===== config.mk =====
export PLATFORM = sky130hd
export DESIGN_NAME = escape_sequence_decoder
export DESIGN_NICKNAME = d
export VERILOG_FILES = /design/src/hdl/esd_pkg.sv /design/src/hdl/escape_sequence_decoder.sv
export SDC_FILE = /design/constraint.sdc
export NUM_CORES = 1
export LEC_CHECK = 0
export ABC_AREA = 1
export BUFFER_PORTS_ARGS = -buffer_cell sky130_fd_sc_hd__buf_4
export CAP_MARGIN = 20
export CELL_PAD_IN_SITES_DETAIL_PLACEMENT = 1
export CELL_PAD_IN_SITES_GLOBAL_PLACEMENT = 1
export CORE_ASPECT_RATIO = 0.75
export CORE_MARGIN = 2
export CORE_UTILIZATION = 48
export CTS_CLUSTER_SIZE = 25
export DETAILED_ROUTE_END_ITERATION = 10
export GPL_TIMING_DRIVEN = 0
export PLACE_DENSITY = 0.92
export SETUP_SLACK_MARGIN = 0.3
export SYNTH_ARGS = -nofsm -noshare
export SYNTH_HDL_FRONTEND = slang
export SYNTH_SLANG_ARGS = --single-unit

===== constraint.sdc =====
create_clock -name aclk -period 4.6 [get_ports aclk]
set_input_delay 0.23 -clock aclk [delete_from_list [all_inputs] [get_ports aclk]]
set_output_delay 0.23 -clock aclk [all_outputs]
set_load 0.005 [all_outputs]

===== src/hdl/esd_pkg.sv =====
package esd_pkg;

    typedef enum logic [1:0] {
        MODE_PLAIN = 2'd0,
        MODE_ESC   = 2'd1,
        MODE_HEX   = 2'd2,
        MODE_OCT   = 2'd3
    } mode_t;

    localparam int MaxResults = 3;

    localparam logic [7:0] CHAR_BACKSLASH = 8'h5C;
    localparam logic [7:0] CHAR_ZERO      = 8'h30;
    localparam logic [7:0] CHAR_SEVEN     = 8'h37;
    localparam logic [7:0] CHAR_NINE      = 8'h39;
    localparam logic [7:0] CHAR_LOWER_A   = 8'd97;
    localparam logic [7:0] CHAR_LOWER_F   = 8'd102;
    localparam logic [7:0] CHAR_UPPER_A   = 8'd65;
    localparam logic [7:0] CHAR_UPPER_F   = 8'd70;
    localparam logic [7:0] CHAR_A         = 8'h61;
    localparam logic [7:0] CHAR_B         = 8'h62;
    localparam logic [7:0] CHAR_F         = 8'h66;
    localparam logic [7:0] CHAR_N         = 8'h6E;
    localparam logic [7:0] CHAR_R         = 8'h72;
    localparam logic [7:0] CHAR_T         = 8'h74;
    localparam logic [7:0] CHAR_V         = 8'h76;
    localparam logic [7:0] CHAR_X         = 8'h78;

    localparam logic [7:0] CODE_BEL = 8'h07;
    localparam logic [7:0] CODE_BS  = 8'h08;
    localparam logic [7:0] CODE_FF  = 8'h0C;
    localparam logic [7:0] CODE_LF  = 8'h0A;
    localparam logic [7:0] CODE_CR  = 8'h0D;
    localparam logic [7:0] CODE_HT  = 8'h09;
    localparam logic [7:0] CODE_VT  = 8'h0B;

    typedef struct packed {
        logic       valid;
        logic [3:0] value;
    } hex_digit_t;

    function automatic hex_digit_t hex_value(input logic [7:0] c);
        hex_digit_t d;
        logic [7:0] t;
        d = '{valid: 1'b0, value: 4'd0};
        t = 8'd0;
        if (c >= CHAR_ZERO && c <= CHAR_NINE) begin
            t = c - CHAR_ZERO;
            d = '{valid: 1'b1, value: t[3:0]};
        end else if (c >= CHAR_LOWER_A && c <= CHAR_LOWER_F) begin
            t = c - CHAR_LOWER_A + 8'd10;
            d = '{valid: 1'b1, value: t[3:0]};
        end else if (c >= CHAR_UPPER_A && c <= CHAR_UPPER_F) begin
            t = c - CHAR_UPPER_A + 8'd10;
            d = '{valid: 1'b1, value: t[3:0]};
        end
        return d;
    endfunction

endpackage


===== src/hdl/escape_sequence_decoder.sv =====
// The first result beat is valid in the cycle after the input beat is accepted.
// Throughput: one input beat per cycle while each beat yields at most one result
// and m_ready is high; a beat that yields several results (up to 3) stalls the
// input while the result buffer drains them, one beat per cycle while m_ready is high.
// Reset (synchronous, active low aresetn): plain text mode, no results pending.
module escape_sequence_decoder (
    input  logic       aclk,
    input  logic       aresetn,
    input  logic       s_valid,
    output logic       s_ready,
    input  logic [7:0] s_in_byte,
    input  logic       s_in_last,
    output logic       m_valid,
    input  logic       m_ready,
    output logic [7:0] m_out_byte,
    output logic       m_run_last,
    output logic       m_string_end
);

    esd_pkg::mode_t mode_reg, mode_next;
    logic [7:0]     value_reg, value_next;
    logic [1:0]     count_reg, count_next;

    logic [7:0] byte_reg [esd_pkg::MaxResults];
    logic       end_reg  [esd_pkg::MaxResults];
    logic [1:0] res_cnt_reg;
    logic [1:0] rd_idx_reg;

    logic [7:0] byte_next [esd_pkg::MaxResults];
    logic       end_next  [esd_pkg::MaxResults];
    logic [1:0] res_cnt_next;

    logic in_fire;
    logic out_fire;
    logic out_final;

    assign m_valid      = rd_idx_reg != res_cnt_reg;
    assign out_final    = (rd_idx_reg + 2'd1) == res_cnt_reg;
    assign s_ready      = !m_valid || (m_ready && out_final);
    assign in_fire      = s_valid && s_ready;
    assign out_fire     = m_valid && m_ready;
    assign m_out_byte   = byte_reg[rd_idx_reg];
    assign m_string_end = end_reg[rd_idx_reg];
    assign m_run_last   = out_final;

    always_comb begin
        esd_pkg::hex_digit_t hd;
        logic [7:0]          c;
        logic                is_oct;
        hd         = esd_pkg::hex_value(s_in_byte);
        c          = s_in_byte;
        is_oct     = c >= esd_pkg::CHAR_ZERO && c <= esd_pkg::CHAR_SEVEN;
        mode_next  = mode_reg;
        value_next = value_reg;
        count_next = count_reg;
        res_cnt_next = 2'd0;
        for (int i = 0; i < esd_pkg::MaxResults; i++) begin
            byte_next[i] = 8'd0;
            end_next[i]  = 1'b0;
        end

        unique case (mode_reg)
            esd_pkg::MODE_PLAIN: begin
                if (c == esd_pkg::CHAR_BACKSLASH) begin
                    mode_next = esd_pkg::MODE_ESC;
                end else begin
                    byte_next[res_cnt_next] = c;
                    res_cnt_next = res_cnt_next + 2'd1;
                end
            end
            esd_pkg::MODE_ESC: begin
                mode_next = esd_pkg::MODE_PLAIN;
                unique case (c)
                    esd_pkg::CHAR_A: begin
                        byte_next[0] = esd_pkg::CODE_BEL;
                        res_cnt_next = 2'd1;
                    end
                    esd_pkg::CHAR_B: begin
                        byte_next[0] = esd_pkg::CODE_BS;
                        res_cnt_next = 2'd1;
                    end
                    esd_pkg::CHAR_F: begin
                        byte_next[0] = esd_pkg::CODE_FF;
                        res_cnt_next = 2'd1;
                    end
                    esd_pkg::CHAR_N: begin
                        byte_next[0] = esd_pkg::CODE_LF;
                        res_cnt_next = 2'd1;
                    end
                    esd_pkg::CHAR_R: begin
                        byte_next[0] = esd_pkg::CODE_CR;
                        res_cnt_next = 2'd1;
                    end
                    esd_pkg::CHAR_T: begin
                        byte_next[0] = esd_pkg::CODE_HT;
                        res_cnt_next = 2'd1;
                    end
                    esd_pkg::CHAR_V: begin
                        byte_next[0] = esd_pkg::CODE_VT;
                        res_cnt_next = 2'd1;
                    end
                    esd_pkg::CHAR_X: begin
                        mode_next  = esd_pkg::MODE_HEX;
                        value_next = 8'd0;
                        count_next = 2'd0;
                    end
                    default: begin
                        if (is_oct) begin
                            mode_next  = esd_pkg::MODE_OCT;
                            value_next = c - esd_pkg::CHAR_ZERO;
                            count_next = 2'd1;
                        end else begin
                            byte_next[0] = c;
                            res_cnt_next = 2'd1;
                        end
                    end
                endcase
            end
            esd_pkg::MODE_HEX: begin
                if (hd.valid) begin
                    value_next = {value_reg[3:0], hd.value};
                    count_next = count_reg + 2'd1;
                    if (count_next >= 2'd2) begin
                        byte_next[0] = value_next;
                        res_cnt_next = 2'd1;
                        mode_next  = esd_pkg::MODE_PLAIN;
                        value_next = 8'd0;
                        count_next = 2'd0;
                    end
                end else begin
                    // flush: no digits yields a literal x
                    byte_next[0] = (count_reg == 2'd0) ? esd_pkg::CHAR_X : value_reg;
                    res_cnt_next = 2'd1;
                    mode_next  = esd_pkg::MODE_PLAIN;
                    value_next = 8'd0;
                    count_next = 2'd0;
                    if (c == esd_pkg::CHAR_BACKSLASH) begin
                        mode_next = esd_pkg::MODE_ESC;
                    end else begin
                        byte_next[1] = c;
                        res_cnt_next = 2'd2;
                    end
                end
            end
            esd_pkg::MODE_OCT: begin
                if (is_oct) begin
                    value_next = {value_reg[4:0], 3'd0} + (c - esd_pkg::CHAR_ZERO);
                    count_next = count_reg + 2'd1;
                    if (count_next == 2'd3 || count_next == 2'd0) begin
                        byte_next[0] = value_next;
                        res_cnt_next = 2'd1;
                        mode_next  = esd_pkg::MODE_PLAIN;
                        value_next = 8'd0;
                        count_next = 2'd0;
                    end
                end else begin
                    byte_next[0] = value_reg;
                    res_cnt_next = 2'd1;
                    mode_next  = esd_pkg::MODE_PLAIN;
                    value_next = 8'd0;
                    count_next = 2'd0;
                    if (c == esd_pkg::CHAR_BACKSLASH) begin
                        mode_next = esd_pkg::MODE_ESC;
                    end else begin
                        byte_next[1] = c;
                        res_cnt_next = 2'd2;
                    end
                end
            end
        endcase

        if (s_in_last) begin
            if (mode_next == esd_pkg::MODE_HEX || mode_next == esd_pkg::MODE_OCT) begin
                byte_next[res_cnt_next] = (mode_next == esd_pkg::MODE_HEX
                                           && count_next == 2'd0)
                                          ? esd_pkg::CHAR_X : value_next;
                res_cnt_next = res_cnt_next + 2'd1;
            end
            byte_next[res_cnt_next] = 8'd0;
            end_next[res_cnt_next]  = 1'b1;
            res_cnt_next = res_cnt_next + 2'd1;
            mode_next  = esd_pkg::MODE_PLAIN;
            value_next = 8'd0;
            count_next = 2'd0;
        end
    end

    always_ff @(posedge aclk) begin
        if (!aresetn) begin
            mode_reg    <= esd_pkg::MODE_PLAIN;
            value_reg   <= 8'd0;
            count_reg   <= 2'd0;
            res_cnt_reg <= 2'd0;
            rd_idx_reg  <= 2'd0;
        end else if (in_fire) begin
            mode_reg    <= mode_next;
            value_reg   <= value_next;
            count_reg   <= count_next;
            res_cnt_reg <= res_cnt_next;
            rd_idx_reg  <= 2'd0;
        end else if (out_fire) begin
            rd_idx_reg  <= rd_idx_reg + 2'd1;
        end
    end

    always_ff @(posedge aclk) begin
        if (in_fire) begin
            for (int i = 0; i < esd_pkg::MaxResults; i++) begin
                byte_reg[i] <= byte_next[i];
                end_reg[i]  <= end_next[i];
            end
        end
    end

    a_idx_bound: assert property (@(posedge aclk) disable iff (!aresetn)
        rd_idx_reg <= res_cnt_reg)
        else $error("read index past result count");

    a_cnt_bound: assert property (@(posedge aclk) disable iff (!aresetn)
        res_cnt_reg <= 2'd3)
        else $error("result count out of range");

    a_no_overrun: assert property (@(posedge aclk) disable iff (!aresetn)
        (in_fire && m_valid) |-> (m_ready && m_run_last))
        else $error("input taken while results still pending");

    a_last_clears: assert property (@(posedge aclk) disable iff (!aresetn)
        (in_fire && s_in_last) |=> (mode_reg == esd_pkg::MODE_PLAIN && count_reg == 2'd0))
        else $error("state not cleared after end of string");

    a_last_ends: assert property (@(posedge aclk) disable iff (!aresetn)
        (in_fire && s_in_last) |=> (m_valid && end_reg[res_cnt_reg - 2'd1]))
        else $error("end of string without terminator");

endmodule


==> impl_metrics.csv <==
group,metric,value,unit
clock_network,numCtsBuffers,5,
run,maxCapViolations,0,
global_route,antenna_found_initial,0,
floorplanning,ios,25,
timing,worstMarginPinSlew,0.768,ns
clock_network,clkLatencyLatePin,0.29,ns
synth,ys_ff_latch,45,
setup_path,critPathCaptureType,"register",
route,totalWireLength,15.8,mm
route,vias_per_cell,5.90,
synth,ys_warn_count,0,
timing,hold_viol_final,0,
setup_path,crit_chain,"inv_1 > ha_1 > xnor2_2 > nand3_2 > nor2_4 > inv_2 > nand2_1 > inv_2 > nand2_4 > inv_1 > nand3b_1 > inv_1 > ha_1 > o21ai_1 > inv_1 > ha_1 > nand2_1 > inv_1 > a21oi_1 > nand2_1 > inv_1",
route,ant_nets,0,
global_route,grt_pass1_vias,4642,
setup_path,crit_path_top_delay_cell,"dfxtp_1",
setup_path,reg2reg_slack,0.58,ns
floorplanning,row_count,29,
clock_network,cts_max_level,2,
setup_path,path_delay_family,"simple AND/OR/NAND/NOR gates",
synth,yosysTopAreaCellShare,19.0,%
route,drt-pass1-iter-count,6,
placed_design,placed_area,0.00454,mm²
setup_path,reg2reg_to,"byte_reg[1][6]",
floorplanning,die_w,113,µm
final_layout,areaGrowthSynthToFinish,11.0,%
final_layout,nets,704,
synth,synthTopCellsByCount,"nand2_1 (183), inv_1 (75), nand3_1 (61), nor2_1 (60), a21oi_1 (49)",
setup_path,cp_max_fo,6,
setup_path,worstReg2RegStart,"count_reg[0]",
route,routedWlPerCell,20.3,µm
synth,ys.flop_type,"edfxtp_1",
clock_network,cts-root-buf,"clkbuf_16",
power,power_leakage,2.27,nW
synth,synth_edf_count,27,
final_layout,drive_above_1_share,13.6,%
synth,synth.distinct_cells,46,
setup_path,worst-path-buf-inv,8,
clock_network,clock_tree.buffer_depth,2,
synth,avgSynthCellArea,6.67,µm²
synth,synth.most_common_cell,"nand2_1",
floorplanning,initial_utilization,49.9,%
route,remaining_drc_errors,0,
synth,syn_inst,638,
timing,min_period,4.02,ns
placed_design,dp_hpwl,12.2,mm
floorplanning,core,0.00853,mm²
final_layout,regArea,0.00117,mm²
setup_path,cp_data_arrival_time,4.18,ns
route,first_iter_violations,454,
clock_network,holdBufCountCts,0,
clock_network,clk_pin_slew,0.07,ns
timing,slew_violations,0,
clock_network,cts_tree,"done",
global_route,grt_max_degree,31,
setup_path,rr_worst_depth,21,
route,vias,4578,
global_route,grt_usage,32.6,%
final_layout,largest_reg_flops,24,
setup_path,startpoint,"count_reg[0]",
status,outcome,"finished clean",
timing,max_freq,249,MHz
placed_design,routabilityCongestion,0.953,
synth,syn-cell-area,0.00426,mm²
synth,seq_area_frac_synth,27.5,%
timing,clock_skew,0.00339,ns
final_layout,multi_input_comb_area,0.00264,mm²
timing,setup_tns,0,ns
global_route,gr-total-overflow,0,
floorplanning,die_h,85.6,µm
synth,synthTopCellsByArea,"edfxtp_1 (19%), nand2_1 (16%), dfxtp_1 (8.5%)",
timing,period_share,87.3,%
synth,synth-async-reset-ratio,0,%
setup_path,start_kind,"register",
setup_path,critPathKind,"reg -> reg",
timing,rsz0062_at_grt,"no",
setup_path,endpoint,"byte_reg[1][6]",
final_layout,num-fill-cells,1165,
setup_path,critPathMaxStageDelay,0.47,ns
global_route,grt_pass1_wl,24.5,mm
setup_path,critPathMostFrequentCell,"inv_1",
clock_network,cts_sinks,45,
worst_hold_path,hold_class,"in -> reg",
final_layout,n_antenna_cell,0,
synth,synthesis.nets,675,
setup_path,crit_cells,21,
timing,setup_violations,0,
power,ir_worst_vdd,0.271,mV
timing,relSlewSlack,48.6,%
power,pwr_density_cell,230,mW/mm²
floorplanning,dieArea,0.00965,mm²
final_layout,fin_area,0.00473,mm²
placed_design,io_buffers,19,
setup_path,cp_data_required_time,4.77,ns
synth,synth.largest_area_cell,"edfxtp_1",
-- per-stage QoR --
step | total power [mW] | std cells | hold slack, ns | worst slack (ns) | util [%]
2_1_floorplan | 0.632 | 638 | 0.408 | 1.47 | -
3_3_place_gp | 0.710 | 765 | 0.488 | 0.771 | 53.2
3_5_place_dp | 0.724 | 765 | 0.545 | 0.542 | 53.2
4_1_cts | 1.07 | 773 | 0.287 | 0.465 | 54.9
5_1_grt | 1.13 | 776 | 0.292 | 0.334 | 55.5
6_report | 1.09 | 776 | 0.279 | 0.585 | 55.5
-- cell type report --
cell class / count / area share, %
multi-input combinational: 487 / 55.8
sequential: 45 / 24.8
inverter: 87 / 7.01
timing repair buffer: 22 / 3.92
tap: 108 / 2.86
buffer: 19 / 2.67
clock buffer: 5 / 2.65
clock inverter: 3 / 0.370
-- power by group --
part	total (mW)	switching, mW	leakage [nW]	internal, mW
clock	0.355	0.156	0.0696	0.199
combinational	0.255	0.162	1.79	0.0929
sequential	0.475	0.0117	0.412	0.463
-- layout by cell type (no fill, tap or decap), types with 8 or more instances in the layout --
cell      count
a21oi_1      49
buf_4        22
dfxtp_1      18
edfxtp_1     27
ha_1         23
inv_1        75
inv_2         8
nand2_1     183
nand3_1      61
nor2_1       60
o21ai_0      27
o21ai_1       8
o22ai_1       9
-- logic make-up after synthesis --
| family | synth area share [%] |
|---|---|
| xor gates and xnor gates | 1.03 |
| AOI/OAI and AO/OA | 13.4 |
| DFF | 27.5 |
| and+or+nand+nor | 40.1 |
| adders and majority gates | 7.23 |
| buffers and inverters | 10.8 |
-- metal layers --
| layer | wire length (µm) | share of wire [%] | track usage, % |
|---|---|---|---|
| met5 | 0 | 0 | 0 |
| met4 | 107 | 0.68 | 4.66 |
| met3 | 1270 | 8.1 | 8.55 |
| met2 | 7250 | 46 | 52.3 |
| met1 | 7130 | 45 | 45.7 |
-- how the worst min path moves through the flow --
stage | from | slack [ns] | endpoint | cells after the start
after floorplan | m_ready | 0.41 | register | 2
after global placement | res_cnt_reg[1] | 0.49 | res_cnt_reg[1] | 2
after detailed placement | res_cnt_reg[0] | 0.55 | res_cnt_reg[0] | 2
after CTS | m_ready | 0.29 | rd_idx_reg[1] | 3
after global routing | m_ready | 0.29 | rd_idx_reg[1] | 3
final | m_ready | 0.28 | rd_idx_reg[1] | 3
-- worst min-delay path: stages --
cell and delay, ns:
buf_4 0.12, nand3_1 0.08, a21oi_1 0.08
-- timing repair --
| item | CTS | global route |
|---|---|---|
| setup buffers | 0 | 2 |
| endpoints found under the hold margin | 0 | 0 |
| endpoints found under the setup margin | 0 | 20 |
| resized for setup | 0 | 2 |
(Power assumes the default switching activity.)
